**src/mteu_pkg.sv**
```systemverilog
// Constants, types and entity tables for the markup text extract and unescape block.
`default_nettype none

package mteu_pkg;

    typedef logic [7:0]  t_byte;
    typedef logic [20:0] t_code;

    localparam int unsigned NUM_NAMES = 5;

    localparam t_byte CH_LT    = 8'h3C;
    localparam t_byte CH_GT    = 8'h3E;
    localparam t_byte CH_AMP   = 8'h26;
    localparam t_byte CH_HASH  = 8'h23;
    localparam t_byte CH_SEMI  = 8'h3B;
    localparam t_byte CH_CR    = 8'h0D;
    localparam t_byte CH_LF    = 8'h0A;
    localparam t_byte CH_X     = 8'h78;
    localparam t_byte CH_QUOT  = 8'h22;
    localparam t_byte CH_APOS  = 8'h27;

    localparam t_code CODE_LO1_MAX = 21'h00D7FF;
    localparam t_code CODE_LO2_MIN = 21'h00E000;
    localparam t_code CODE_LO2_MAX = 21'h00FFFD;
    localparam t_code CODE_HI_MIN  = 21'h010000;
    localparam t_code CODE_MAX     = 21'h10FFFF;

    // length of entity name, terminating semicolon included
    function automatic logic [2:0] name_len(input logic [2:0] idx);
        unique case (idx)
            3'd0, 3'd1: name_len = 3'd3;
            3'd2:       name_len = 3'd4;
            default:    name_len = 3'd5;
        endcase
    endfunction

    function automatic t_byte name_byte(input logic [2:0] idx, input logic [2:0] pos);
        name_byte = 8'h00;
        unique case (idx)
            3'd0: begin
                unique case (pos)
                    3'd0:    name_byte = "l";
                    3'd1:    name_byte = "t";
                    3'd2:    name_byte = CH_SEMI;
                    default: name_byte = 8'h00;
                endcase
            end
            3'd1: begin
                unique case (pos)
                    3'd0:    name_byte = "g";
                    3'd1:    name_byte = "t";
                    3'd2:    name_byte = CH_SEMI;
                    default: name_byte = 8'h00;
                endcase
            end
            3'd2: begin
                unique case (pos)
                    3'd0:    name_byte = "a";
                    3'd1:    name_byte = "m";
                    3'd2:    name_byte = "p";
                    3'd3:    name_byte = CH_SEMI;
                    default: name_byte = 8'h00;
                endcase
            end
            3'd3: begin
                unique case (pos)
                    3'd0:    name_byte = "q";
                    3'd1:    name_byte = "u";
                    3'd2:    name_byte = "o";
                    3'd3:    name_byte = "t";
                    3'd4:    name_byte = CH_SEMI;
                    default: name_byte = 8'h00;
                endcase
            end
            3'd4: begin
                unique case (pos)
                    3'd0:    name_byte = "a";
                    3'd1:    name_byte = "p";
                    3'd2:    name_byte = "o";
                    3'd3:    name_byte = "s";
                    3'd4:    name_byte = CH_SEMI;
                    default: name_byte = 8'h00;
                endcase
            end
            default: name_byte = 8'h00;
        endcase
    endfunction

    function automatic t_byte name_char(input logic [2:0] idx);
        unique case (idx)
            3'd0:    name_char = CH_LT;
            3'd1:    name_char = CH_GT;
            3'd2:    name_char = CH_AMP;
            3'd3:    name_char = CH_QUOT;
            default: name_char = CH_APOS;
        endcase
    endfunction

    function automatic logic code_allowed(input t_code c);
        code_allowed = (c >= 21'd1 && c <= CODE_LO1_MAX) ||
                       (c >= CODE_LO2_MIN && c <= CODE_LO2_MAX) ||
                       (c >= CODE_HI_MIN && c <= CODE_MAX);
    endfunction

endpackage

`default_nettype wire

```
**src/mteu_in_if.sv**
```systemverilog
// Request channel carrying markup text bytes.
`default_nettype none

interface mteu_in_if;
    logic            valid;
    logic            ready;
    mteu_pkg::t_byte in_byte;
    logic            in_last;

    modport source (output valid, output in_byte, output in_last, input ready);
    modport sink   (input valid, input in_byte, input in_last, output ready);
endinterface

`default_nettype wire

```
**src/mteu_out_if.sv**
```systemverilog
// Result channel carrying plain text bytes and end of text status.
`default_nettype none

interface mteu_out_if;
    logic            valid;
    logic            ready;
    mteu_pkg::t_byte out_byte;
    logic            byte_valid;
    logic            end_of_text;
    logic            decode_error;

    modport source (output valid, output out_byte, output byte_valid, output end_of_text,
                    output decode_error, input ready);
    modport sink   (input valid, input out_byte, input byte_valid, input end_of_text,
                    input decode_error, output ready);
endinterface

`default_nettype wire

```
**src/markup_text_extract_unescape_top.sv**
```systemverilog
// Markup text extractor: strips tags, folds CR/CRLF to LF and decodes entities to UTF-8.
//
// One markup byte is taken per request. Tags are removed, the remaining text is unescaped
// and each request yields zero to four plain-text bytes, presented one per cycle while
// the result channel is ready, starting the cycle after the request is taken. A request
// that yields at most one byte is taken every cycle while the result channel is ready;
// one that decodes to n UTF-8 bytes occupies the result register, and so the request
// channel, until its last byte is taken. The final byte of a text always yields at
// least one result, and its last result carries end_of_text and decode_error. After a
// malformed entity the rest of the text yields nothing until the final byte.
`default_nettype none

module markup_text_extract_unescape_top (
    input  logic              i_clk,
    input  logic              i_rst_n,
    mteu_in_if.sink           i_in,
    mteu_out_if.source        o_out
);

    typedef enum logic [2:0] {
        MODE_PLAIN = 3'd0,
        MODE_AMP   = 3'd1,
        MODE_NAME  = 3'd2,
        MODE_HASH  = 3'd3,
        MODE_DEC   = 3'd4,
        MODE_HEX   = 3'd5
    } t_mode;

    // parse state
    logic              r_in_tag,  n_in_tag;
    t_mode             r_mode,    n_mode;
    logic [4:0]        r_cand,    n_cand;
    logic [2:0]        r_npos,    n_npos;
    mteu_pkg::t_code   r_acc,     n_acc;
    logic              r_ovf,     n_ovf;
    logic              r_dig,     n_dig;
    logic              r_cr,      n_cr;
    logic              r_err,     n_err;

    // result register
    mteu_pkg::t_byte   r_ob [4];
    logic [2:0]        r_rem;
    logic [1:0]        r_pos;
    logic              r_bv;
    logic              r_end;
    logic              r_derr;

    mteu_pkg::t_byte   e_b [4];
    logic [2:0]        e_cnt;
    logic              e_bv;
    logic              e_derr;

    mteu_pkg::t_byte   b;
    logic              in_fire;
    logic              out_fire;
    logic              do_name;
    logic              do_dig;
    logic              hex;
    logic [4:0]        hit;
    logic [4:0]        done;
    logic [2:0]        done_idx;
    logic              is_dec;
    logic              is_hl;
    logic              is_hu;
    logic              d_ok;
    logic [3:0]        d;
    logic [24:0]       v;

    assign b        = i_in.in_byte;
    assign in_fire  = i_in.valid && i_in.ready;
    assign out_fire = o_out.valid && o_out.ready;

    assign i_in.ready = (r_rem == 3'd0) || ((r_rem == 3'd1) && o_out.ready);

    assign o_out.valid        = (r_rem != 3'd0);
    assign o_out.out_byte     = r_ob[r_pos];
    assign o_out.byte_valid   = r_bv;
    assign o_out.end_of_text  = r_end && (r_rem == 3'd1);
    assign o_out.decode_error = r_derr && (r_rem == 3'd1);

    // entity name match
    always_comb begin
        done_idx = 3'd0;
        for (int i = 0; i < mteu_pkg::NUM_NAMES; i++) begin
            hit[i]  = r_cand[i] && (r_npos < mteu_pkg::name_len(3'(i))) &&
                      (mteu_pkg::name_byte(3'(i), r_npos) == b);
            done[i] = hit[i] && ((r_npos + 3'd1) == mteu_pkg::name_len(3'(i)));
        end
        for (int i = mteu_pkg::NUM_NAMES - 1; i >= 0; i--) begin
            if (done[i]) begin
                done_idx = 3'(i);
            end
        end
    end

    // digit decode and accumulate
    always_comb begin
        hex    = (r_mode == MODE_HEX);
        is_dec = (b >= "0") && (b <= "9");
        is_hl  = hex && (b >= "a") && (b <= "f");
        is_hu  = hex && (b >= "A") && (b <= "F");
        d_ok   = is_dec || is_hl || is_hu;
        if (is_dec) begin
            d = 4'(b - "0");
        end else if (is_hl) begin
            d = 4'(b - "a" + 8'd10);
        end else begin
            d = 4'(b - "A" + 8'd10);
        end
        if (hex) begin
            v = 25'({r_acc, 4'b0000}) + 25'(d);
        end else begin
            v = 25'({r_acc, 3'b000}) + 25'({r_acc, 1'b0}) + 25'(d);
        end
    end

    always_comb begin
        n_in_tag = r_in_tag;
        n_mode   = r_mode;
        n_cand   = r_cand;
        n_npos   = r_npos;
        n_acc    = r_acc;
        n_ovf    = r_ovf;
        n_dig    = r_dig;
        n_cr     = r_cr;
        n_err    = r_err;
        e_cnt    = 3'd0;
        e_bv     = 1'b1;
        e_derr   = 1'b0;
        do_name  = 1'b0;
        do_dig   = 1'b0;
        for (int k = 0; k < 4; k++) begin
            e_b[k] = 8'h00;
        end

        if (!r_err) begin
            if (r_in_tag) begin
                if (b == mteu_pkg::CH_GT) begin
                    n_in_tag = 1'b0;
                end
            end else if (b == mteu_pkg::CH_LT) begin
                n_in_tag = 1'b1;
            end else begin
                unique case (r_mode)
                    MODE_PLAIN: begin
                        n_cr = 1'b0;
                        if (r_cr && (b == mteu_pkg::CH_LF)) begin
                            // drop LF of CRLF
                        end else if (b == mteu_pkg::CH_CR) begin
                            e_cnt  = 3'd1;
                            e_b[0] = mteu_pkg::CH_LF;
                            n_cr   = 1'b1;
                        end else if (b == mteu_pkg::CH_AMP) begin
                            n_mode = MODE_AMP;
                            n_cand = '1;
                            n_npos = 3'd0;
                            n_acc  = '0;
                            n_ovf  = 1'b0;
                            n_dig  = 1'b0;
                        end else begin
                            e_cnt  = 3'd1;
                            e_b[0] = b;
                        end
                    end
                    MODE_AMP: begin
                        if (b == mteu_pkg::CH_HASH) begin
                            n_mode = MODE_HASH;
                        end else begin
                            do_name = 1'b1;
                        end
                    end
                    MODE_NAME: begin
                        do_name = 1'b1;
                    end
                    MODE_HASH: begin
                        if (b == mteu_pkg::CH_X) begin
                            n_mode = MODE_HEX;
                        end else begin
                            n_mode = MODE_DEC;
                            do_dig = 1'b1;
                        end
                    end
                    MODE_DEC, MODE_HEX: begin
                        do_dig = 1'b1;
                    end
                    default: begin
                        n_mode = MODE_PLAIN;
                        n_err  = 1'b1;
                    end
                endcase
            end
        end

        if (do_name) begin
            if (done != 5'd0) begin
                n_mode = MODE_PLAIN;
                e_cnt  = 3'd1;
                e_b[0] = mteu_pkg::name_char(done_idx);
            end else if (hit == 5'd0) begin
                n_mode = MODE_PLAIN;
                n_err  = 1'b1;
            end else begin
                n_cand = hit;
                n_npos = r_npos + 3'd1;
                n_mode = MODE_NAME;
            end
        end

        if (do_dig) begin
            if (d_ok) begin
                n_dig = 1'b1;
                if (!r_ovf) begin
                    if (v > 25'(mteu_pkg::CODE_MAX)) begin
                        n_ovf = 1'b1;
                    end else begin
                        n_acc = v[20:0];
                    end
                end
            end else if ((b == mteu_pkg::CH_SEMI) && r_dig && !r_ovf &&
                         mteu_pkg::code_allowed(r_acc)) begin
                n_mode = MODE_PLAIN;
                if (r_acc < 21'h80) begin
                    e_cnt  = 3'd1;
                    e_b[0] = r_acc[7:0];
                end else if (r_acc < 21'h800) begin
                    e_cnt  = 3'd2;
                    e_b[0] = {3'b110, r_acc[10:6]};
                    e_b[1] = {2'b10, r_acc[5:0]};
                end else if (r_acc < mteu_pkg::CODE_HI_MIN) begin
                    e_cnt  = 3'd3;
                    e_b[0] = {4'b1110, r_acc[15:12]};
                    e_b[1] = {2'b10, r_acc[11:6]};
                    e_b[2] = {2'b10, r_acc[5:0]};
                end else begin
                    e_cnt  = 3'd4;
                    e_b[0] = {5'b11110, r_acc[20:18]};
                    e_b[1] = {2'b10, r_acc[17:12]};
                    e_b[2] = {2'b10, r_acc[11:6]};
                    e_b[3] = {2'b10, r_acc[5:0]};
                end
            end else begin
                n_mode = MODE_PLAIN;
                n_err  = 1'b1;
            end
        end

        // clear entity fields whenever the parser returns to plain text
        if (n_mode == MODE_PLAIN && r_mode != MODE_PLAIN) begin
            n_cand = '1;
            n_npos = 3'd0;
            n_acc  = '0;
            n_ovf  = 1'b0;
            n_dig  = 1'b0;
        end

        if (i_in.in_last) begin
            e_derr = n_err || (n_mode != MODE_PLAIN);
            if (e_cnt == 3'd0) begin
                e_cnt  = 3'd1;
                e_bv   = 1'b0;
                e_b[0] = 8'h00;
            end
            n_in_tag = 1'b0;
            n_mode   = MODE_PLAIN;
            n_cand   = '1;
            n_npos   = 3'd0;
            n_acc    = '0;
            n_ovf    = 1'b0;
            n_dig    = 1'b0;
            n_cr     = 1'b0;
            n_err    = 1'b0;
        end
    end

    always_ff @(posedge i_clk) begin
        if (!i_rst_n) begin
            r_in_tag <= 1'b0;
            r_mode   <= MODE_PLAIN;
            r_cand   <= '1;
            r_npos   <= 3'd0;
            r_acc    <= '0;
            r_ovf    <= 1'b0;
            r_dig    <= 1'b0;
            r_cr     <= 1'b0;
            r_err    <= 1'b0;
            r_rem    <= 3'd0;
            r_pos    <= 2'd0;
            r_bv     <= 1'b0;
            r_end    <= 1'b0;
            r_derr   <= 1'b0;
        end else begin
            if (in_fire) begin
                r_in_tag <= n_in_tag;
                r_mode   <= n_mode;
                r_cand   <= n_cand;
                r_npos   <= n_npos;
                r_acc    <= n_acc;
                r_ovf    <= n_ovf;
                r_dig    <= n_dig;
                r_cr     <= n_cr;
                r_err    <= n_err;
                r_rem    <= e_cnt;
                r_pos    <= 2'd0;
                r_bv     <= e_bv;
                r_end    <= i_in.in_last;
                r_derr   <= e_derr;
            end else if (out_fire) begin
                r_rem <= r_rem - 3'd1;
                r_pos <= r_pos + 2'd1;
            end
        end
    end

    always_ff @(posedge i_clk) begin
        if (in_fire) begin
            for (int k = 0; k < 4; k++) begin
                r_ob[k] <= e_b[k];
            end
        end
    end

endmodule

`default_nettype wire

```
**src/flat_wrapper.sv**
```systemverilog
// flat-port wrapper written by rule: the top's interface ports become plain ports
module markup_text_extract_unescape_top_flat 
  (i_clk, i_rst_n, i_in_valid, i_in_in_byte, i_in_in_last, i_in_ready, o_out_valid, o_out_out_byte, o_out_byte_valid, o_out_end_of_text, o_out_decode_error, o_out_ready);
  mteu_in_if i_in_i ();
  mteu_out_if o_out_i ();
  input  logic i_clk;
  input  logic i_rst_n;
  input wire logic [$bits(i_in_i.valid)-1:0] i_in_valid;
  input wire logic [$bits(i_in_i.in_byte)-1:0] i_in_in_byte;
  input wire logic [$bits(i_in_i.in_last)-1:0] i_in_in_last;
  output wire logic [$bits(i_in_i.ready)-1:0] i_in_ready;
  output wire logic [$bits(o_out_i.valid)-1:0] o_out_valid;
  output wire logic [$bits(o_out_i.out_byte)-1:0] o_out_out_byte;
  output wire logic [$bits(o_out_i.byte_valid)-1:0] o_out_byte_valid;
  output wire logic [$bits(o_out_i.end_of_text)-1:0] o_out_end_of_text;
  output wire logic [$bits(o_out_i.decode_error)-1:0] o_out_decode_error;
  input wire logic [$bits(o_out_i.ready)-1:0] o_out_ready;
  assign i_in_i.valid = i_in_valid;
  assign i_in_i.in_byte = i_in_in_byte;
  assign i_in_i.in_last = i_in_in_last;
  assign i_in_ready = i_in_i.ready;
  assign o_out_valid = o_out_i.valid;
  assign o_out_out_byte = o_out_i.out_byte;
  assign o_out_byte_valid = o_out_i.byte_valid;
  assign o_out_end_of_text = o_out_i.end_of_text;
  assign o_out_decode_error = o_out_i.decode_error;
  assign o_out_i.ready = o_out_ready;
  markup_text_extract_unescape_top u_core (.i_clk(i_clk), .i_rst_n(i_rst_n), .i_in(i_in_i), .o_out(o_out_i));
endmodule
```
**config.mk**
```make
export PLATFORM = sky130hd
export DESIGN_NAME = markup_text_extract_unescape_top_flat
export DESIGN_NICKNAME = d
export VERILOG_FILES = /design/src/mteu_pkg.sv /design/src/mteu_in_if.sv /design/src/mteu_out_if.sv /design/src/markup_text_extract_unescape_top.sv /design/src/flat_wrapper.sv
export SDC_FILE = /design/constraint.sdc
export NUM_CORES = 1
export LEC_CHECK = 0
export BUFFER_PORTS_ARGS = -buffer_cell sky130_fd_sc_hd__buf_2
export CORE_MARGIN = 2
export CORE_UTILIZATION = 57
export DETAILED_ROUTE_END_ITERATION = 6
export HOLD_SLACK_MARGIN = 0.06
export PLACE_DENSITY_LB_ADDON = 0.08
export SYNTH_ARGS = -nofsm -noshare
export SYNTH_HDL_FRONTEND = slang
export SYNTH_SLANG_ARGS = --single-unit
```
**constraint.sdc**
```tcl
create_clock -name i_clk -period 4.6 [get_ports i_clk]
set_input_delay 0.23 -clock i_clk [delete_from_list [all_inputs] [get_ports i_clk]]
set_output_delay 0.23 -clock i_clk [all_outputs]
set_load 0.1 [all_outputs]
```
## Word-level counts from Yosys, hierarchy flattened

Memories as Yosys holds them, arrays and structs flattened. A register that Yosys moved wholly into a read port is not among the register bits.
Cells that the tools add are included.

| storage, ports and cells | value |
|---|---|
| register bits | 45 |
| memory bits (writable) | 32 |
| bits of input ports | 13 |
| output and inout port bits | 13 |
| word-level logic and storage cells | 306 |
| memories | 1 |

| cells by class | value |
|---|---|
| add/sub/neg operators | 11 |
| $lt $le $gt $ge | 19 |
| eq/ne operators | 32 |
| muxes and demuxes | 169 |
| bitwise gates (word level) | 1 |
| reduce and logical (&&, ||, !) cells | 59 |

Memories:

| name | words | bits a word | rd ports | clocked after Yosys merged registers in | wr ports | RTL line | text |
|---|---|---|---|---|---|---|---|
| u_core.r_ob | 4 | 8 | 1 | 1 | 4 | markup_text_extract_unescape_top.sv:41 | `mteu_pkg::t_byte r_ob [4];` |

Operator list:

| kind | number |
|---|---|
| 2-to-1 mux 21 bit | 14 |
| 2-to-1 mux 3 bit | 47 |
| 2-to-1 mux 8 bit | 13 |
| 2-to-1 mux 32 bit | 3 |
| case mux 7 bit (5 select lines) | 2 |
| 2-to-1 mux 1 bit | 62 |
| 2-to-1 mux 5 bit | 12 |
| adder 25 x 4 -> 25 bit | 2 |
| <= comparator 21 x 16 -> 1 bit (second input constant) | 2 |
| case mux 7 bit (3 select lines) | 2 |
| == test 7 x 8 -> 1 bit | 5 |
| == test 8 x 6 -> 1 bit (second input constant) | 5 |
| logical AND 1 bit | 33 |
| 2-to-1 mux 16 bit | 2 |
| case mux 7 bit (4 select lines) | 1 |
| adder 24 x 22 -> 25 bit | 1 |
| greater-than comparator 25 x 21 -> 1 bit (second input constant) | 1 |
| 2-to-1 mux 25 bit | 1 |
| 2-to-1 mux 24 bit | 1 |
| == test 3 x 2 -> 1 bit (second input constant) | 7 |
| greater-or-equal comparator 21 x 1 -> 1 bit (second input constant) | 1 |
| greater-or-equal comparator 21 x 16 -> 1 bit (second input constant) | 1 |
| greater-or-equal comparator 21 x 17 -> 1 bit (second input constant) | 1 |
| <= comparator 21 bit (second input constant) | 1 |
| 37 further kinds | 71 |

## Longest topological paths before layout

Gate-level depths: netlist of the first run.

| depth | value |
|---|---|
| word-level depth | 19 |
| gate-level depth with buffers | 21 |
| mapped depth without buffers | 19 |

## Least setup slack after synthesis of the first run

Ideal clock, no wire load.

| timing path | value |
|---|---|
| path kind | input to register |
| start | input i_in_in_byte[2] |
| end | register u_core.r_acc[0] |
| library setup time | 0.127 ns |
| arrival time | 4.543 ns |
| required time | 4.473 ns |
| slack | -0.070 ns |
| stages | 18 |
| path buffers | 4 |
| path through | buf_2 > buf_1 > o21ai_0 > and2_0 > clkbuf_1 > a31oi_1 > xnor2_1 > fa_1 > fa_1 > a21o_1 > a311o_1 > a221oi_2 > nor3_1 > a211o_1 > a211oi_1 > o221ai_1 > buf_2 > o2bb2ai_1 |

| on the way | value |
|---|---|
| longest elaborated chain between the ends | 15 |
| elaborated cells on any way between the ends | 87 |
| those cells by class | add/sub (7); order compare (7); eq/ne (11); mux (40); reduce/logical (22) |

RTL lines:

| item | RTL line | text |
|---|---|---|
| start: declaration | flat_wrapper.sv:9 | `input wire logic [$bits(i_in_i.in_byte)-1:0] i_in_in_byte;` |
| branches (longest 13 deep; another with adder 25 x 4 -> 25 bit) | n/a |  |
| 2-to-1 mux 21 bit (*) | markup_text_extract_unescape_top.sv:248 | `if (n_mode == MODE_PLAIN && r_mode != MODE_PLAIN) begin` |
| 2-to-1 mux 21 bit (*) | markup_text_extract_unescape_top.sv:256 | `if (i_in.in_last) begin` |
| end signal: assignment | markup_text_extract_unescape_top.sv:297 | `r_acc <= n_acc;` |
| end: declaration | markup_text_extract_unescape_top.sv:34 | `mteu_pkg::t_code r_acc, n_acc;` |

Mark *: on every way between the ends.
A chain may end at the register's enable or synchronous reset.

## Worst setup path after layout of the first run

| timing path | value |
|---|---|
| start | input i_in_in_byte[0] |
| end | register u_core.r_acc[13] |

Same word-level chain as after synthesis.

==> results.cfg, run 1 <==
[sta]
finalClockSkew_ns = 0.0131
relSlewSlack = 0.209
final-setup-viol-count = 0
finalSetupTns_ns = 0
setup_ws_ns = 0.263
min_period_over_period = 0.943
max_freq_mhz = 231
worstMarginPinSlew_ns = 1.18
period_needed_ns = 4.34
whs_ns = 0.216
final_hold_viol_count = 0
drv_slew = 0

[route]
top_layer = met4
m1WireLength_um = 8210
antenna_left = 0
wl_per_cell_um = 19.1
drc = 0
wl_met2_um = 8430
drt_pass1_iterations = 5
vias = 6279
routed_wl_um = 18200
route.met3.wl_um = 1190
drtIter0Drc = 483
viasPerCell = 6.58

[placement]
detailedPlace.worstSlack_ns = -0.192
place.gp.congestion = 0.957
portBuffers = 25
placed_area_mm2 = 0.00696
hpwl_um = 14000

[die]
fp.dieW_um = 112
dieArea_mm2 = 0.0126
start_util = 0.584
core_region_area_mm2 = 0.0114
ios = 26
die_h_um = 112
num_rows = 39

[clock_tree]
cts_tree = yes
root_buffer = clkbuf_16
clock-sinks = 76
path_clk_slew_ns = 0.06
cts_made_buffers = 9
htreeDepth = 3
holdBufCountCts = 0
cts_buffer_depth = 2
clk_latency_ns = 0.34

[layout]
fill_cells = 950
areaGrowthSynthToFinish_pct = 9.58
drive_above_1_share = 0.136
final_area_mm2 = 0.00731
fin_util = 0.640
final_nets = 877
diodes = 0

[synthesis]
async_flop_share = 0
synthesis.nets = 860
synth_area_per_cell_um2 = 8.46
yosysWarningCount = 0
ys_ff_latch = 76
synth.area.top_cells = dfxtp_1 (14%), edfxtp_1 (13%), ha_1 (10%)
ys_seq_area_frac = 0.271
synth_top_flop_cell = dfxtp_1
synth_edf_count = 29
synth.top_cell.area_share = 0.141
synthCells = 789
yosysUniqueCellTypes = 93
synth_area_mm2 = 0.00667
yosysTopAreaCell = dfxtp_1

[global_routing]
antenna_found_initial = 0
grt_pass1_wl_um = 30100
grt_start_max_net_pins = 38
grt_pass1_vias = 5963
gr-total-overflow = 0
grtUsageTotal = 0.295

[critical_path]
critPathLaunchType = input pin
cp.arrival_ns = 4.55
endpoint_kind = register
cp_max_fo = 20
crit_type = in -> reg
worstPathRequired_ns = 4.82

[outcome]
status = finished, final reports clean

[power_and_ir_drop]
p_per_area_mw_per_mm2 = 274
leakage_nw = 2.93
peakVddDrop_uv = 357

[run]
drv_cap = 0

[hold_path]
hold_class = in -> reg
[final cells by class]
cell class | instances | area (um2) | share of cell area
clock buffer | 11 | 264 | 0.0361
clock inverter | 5 | 57.6 | 0.00787
inverter | 24 | 90.1 | 0.0123
multi-input combinational | 642 | 4580 | 0.626
sequential | 76 | 1810 | 0.248
tap | 143 | 179 | 0.0245
timing repair buffer | 53 | 335 | 0.0459
[placed cells by master (no fill, tap or decap), types with 6 or more instances in the layout]
cell / count
nand2_1: 77
nor2_1: 60
ha_1: 56
a21oi_1: 52
dfxtp_1: 47
o21ai_0: 40
edfxtp_1: 29
buf_4: 28
xnor2_1: 26
buf_2: 25
nor3_1: 24
inv_1: 23
o2bb2ai_1: 22
nand3_1: 18
and2_1: 16
nand4_1: 14
a211oi_1: 13
nor4_1: 12
a21o_1: 10
a31oi_1: 10
mux2i_1: 10
o21a_1: 10
clkbuf_16: 10
nand2b_1: 9
o211ai_1: 9
xor2_1: 9
nor2b_1: 8
o22ai_1: 7
mux4_2: 7
or3_1: 6
and3_1: 6
[cell usage after synthesis, types with 7 or more instances]
master and instances:
a211oi_1 13, a21o_1 10, a21oi_1 52, a31oi_1 10, and2_1 16, buf_2 14
clkbuf_1 27, dfxtp_1 47, edfxtp_1 29, ha_1 56, inv_1 23, mux2i_1 10
mux4_2 7, nand2_1 77, nand2b_1 9, nand3_1 18, nand4_1 14, nor2_1 61
nor2b_1 8, nor3_1 24, nor4_1 12, o211ai_1 9, o21a_1 10, o21ai_0 40
o22ai_1 7, o2bb2ai_1 22, xnor2_1 27, xor2_1 9
[critical path: stages]
cell,delay (ns)
buf_2,0.12
inv_1,0.06
ha_1,0.21
nor2_1,0.09
o21ai_0,0.08
and2_4,0.18
a31oi_1,0.17
xnor2_1,0.20
fa_1,0.49
fa_1,0.48
a21o_1,0.21
a311o_1,0.41
a221oi_4,0.35
o21bai_1,0.14
xnor2_1,0.15
a21oi_1,0.10
a211oi_1,0.22
buf_4,0.16
o221ai_1,0.12
buf_4,0.24
o2bb2ai_1,0.15
[worst paths after layout]
| check | startpoint | end | slack [ns] | depth (start not counted) |
|---|---|---|---|---|
| hold / removal | i_in_in_last | u_core.r_derr | 0.22 | 3 |
| setup reg to reg | u_core.r_npos[0] | u_core.r_npos[0] | 0.58 | 11 |
| setup / recovery | i_in_in_byte[0] | u_core.r_acc[13] | 0.26 | 21 |
| hold reg to reg | u_core.r_end | u_core.r_end | 0.46 | 2 |
[cells by family after synthesis]
logic type / count (synthesis) / synth area share
compound gates: 241 / 0.258
xor+xnor: 36 / 0.0472
fa+ha+maj: 58 / 0.111
buf+inv: 71 / 0.0465
flops: 76 / 0.271
mux: 20 / 0.0437
simple gates: 287 / 0.222
[timing repair]
action                     CTS  global route
setup endpoints to repair    0            20
setup buffers                0             1
gates resized for setup      0             4
[per-stage QoR]
stage | power [mW] | std cells
after global placement | 1.26 | 937
after global routing | 2.08 | 954
after floorplan | 1.18 | 789
after detailed placement | 1.27 | 937
final | 2.01 | 954
after CTS | 2.02 | 953
[power by group]
group	switching (mW)	internal [mW]	total (mW)
logic	0.354	0.116	0.470
registers	0.0228	0.764	0.787
clock network	0.283	0.468	0.750
[layer usage]
metal  global-route usage  vias to the layer above
met5                    0                        -
met4                0.101                        0
met3               0.0443                       34
met2                0.473                      267
met1                0.411                     2949
li1                     -                     3029
[sequential cells by signal, indices dropped and copies added, names as in the netlist, named ones only]
signal                   cells
u_core.r_derr                1
u_core.r_err                 1
u_core.r_cr                  1
u_core.r_cand                5
u_core.r_dig                 1
u_core.r_end                 1
u_core.r_ovf                 1
u_core.r_pos                 2
u_core.r_ob                 29
u_core.o_out.byte_valid      1
u_core.r_mode                3
u_core.r_npos                3
u_core.r_rem                 3
u_core.r_in_tag              1
u_core.r_acc                21
Power figures use the tool's default switching activity.
==> run 2: changes to the inputs <==
CORE_UTILIZATION = 59   (was 57)
CTS_BUF_LIST = sky130_fd_sc_hd__clkbuf_4   (was not set)
==> results.cfg, run 2 (synthesis gave the netlist of run 1 again) <==
[outcome]
status = finished, final reports clean

[critical_path]
cp_max_fo = 20
worstPathRequired_ns = 4.97
cp.arrival_ns = 4.70
critPathLaunchType = input pin
crit_type = in -> reg
endpoint_kind = register

[hold_path]
hold_class = in -> reg

[run]
drv_cap = 0

[sta]
whs_ns = 0.105
drv_slew = 0
relSlewSlack = 0.232
final-setup-viol-count = 0
rsz0062_at_grt = no
finalClockSkew_ns = 0.0311
worstMarginPinSlew_ns = 1.15
max_freq_mhz = 231
final_hold_viol_count = 0
setup_ws_ns = 0.270
finalSetupTns_ns = 0
min_period_over_period = 0.941
period_needed_ns = 4.33

[layout]
drive_above_1_share = 0.132
final_area_mm2 = 0.00711
largest_reg_flops = 29
mostFrequentLayoutCell = nand2_1
fin_cells = 950
largest-register = u_core.r_ob
diodes = 0
final_nets = 876
reg_top3 = u_core.r_ob x29, u_core.r_acc x21, u_core.r_cand x5
fill_cells = 951
areaGrowthSynthToFinish_pct = 6.51
mostFrequentLayoutCells = nand2_1 (77), nor2_1 (60), ha_1 (56)

[route]
routed_wl_um = 18400
wl_per_cell_um = 19.3
drtIter0Drc = 565
drt_pass1_iterations = 5
antenna_left = 0
vias = 6293
viasPerCell = 6.62
drc = 0

[clock_tree]
cts_made_buffers = 9
holdBufCountCts = 0
cts_buffer_depth = 2
path_clk_slew_ns = 0.12
cts_tree = yes
root_buffer = clkbuf_4
clk_latency_ns = 0.46
clock-sinks = 76
cts_resized = 0
htreeDepth = 3
post_cts.repair.setup_buffers = 0

[die]
dieArea_mm2 = 0.0122
start_util = 0.610
ios = 26
core_region_area_mm2 = 0.0109
num_rows = 38
fp.dieW_um = 110
die_h_um = 110

[global_routing]
grt_start_max_net_pins = 38
grt_pass1_wl_um = 30300
grt_pass1_vias = 5938
gr-total-overflow = 0
grtUsageTotal = 0.318
antenna_found_initial = 0

[placement]
place.gp.congestion = 0.956
hpwl_um = 14100
detailedPlace.worstSlack_ns = -0.143
portBuffers = 25
post-place-cells = 934
placed_area_mm2 = 0.00697

[power_and_ir_drop]
p_per_area_mw_per_mm2 = 235
leakage_nw = 2.84
peakVddDrop_uv = 413
[run 2: worst paths after layout]
check	from	slack [ns]	depth (start not counted)	end
worst max-delay path	i_in_in_byte[0]	0.27	21	u_core.r_acc[10]
worst min-delay path	i_in_in_last	0.11	3	u_core.r_derr
worst max register to register	u_core.r_npos[0]	0.40	11	u_core.r_ob[0][1]
worst min register to register	u_core.r_end	0.47	2	u_core.r_end
[run 2: through the flow]
stage | total power, mW | util
3_5_place_dp | 1.27 | 0.638
2_1_floorplan | 1.18 | -
6_report | 1.67 | 0.650
4_1_cts | 1.68 | 0.650
3_3_place_gp | 1.26 | 0.638
5_1_grt | 1.74 | 0.650
[run 2: critical path, cell delays in order]
cell and delay [ns]:
buf_2 0.11, inv_1 0.06, ha_1 0.21, nor2_1 0.09, o21ai_0 0.06, and2_0 0.21, a31oi_1 0.19, xnor2_1 0.19
fa_1 0.52, fa_1 0.48, a21o_1 0.21, a311o_1 0.39, a221oi_2 0.38, o21bai_1 0.14, xnor2_1 0.14, a21oi_1 0.23
a211oi_1 0.10, buf_4 0.15, o221ai_1 0.17, buf_4 0.27, o2bb2ai_1 0.15
[run 2: layer usage]
layer / track usage / wire length, um / up-vias
met2: 0.507 / 8350 / 284
met4: 0.113 / 411 / 0
li1: - / - / 3020
met3: 0.0370 / 1210 / 35
met1: 0.446 / 8410 / 2954
met5: 0 / 0 / -
[run 2: power breakdown]
part | switching, mW | total, mW | internal [mW]
registers | 0.0240 | 0.786 | 0.763
logic | 0.352 | 0.466 | 0.114
clock network | 0.245 | 0.421 | 0.176
[run 2: final cells by class]
type                       instances  area, um2  share of cell area
multi-input combinational        642       4550               0.641
sequential                        76       1810               0.255
timing repair buffer              52        340              0.0479
tap                              140        175              0.0246
inverter                          24       90.1              0.0127
clock buffer                      11       82.6              0.0116
clock inverter                     5       53.8             0.00757
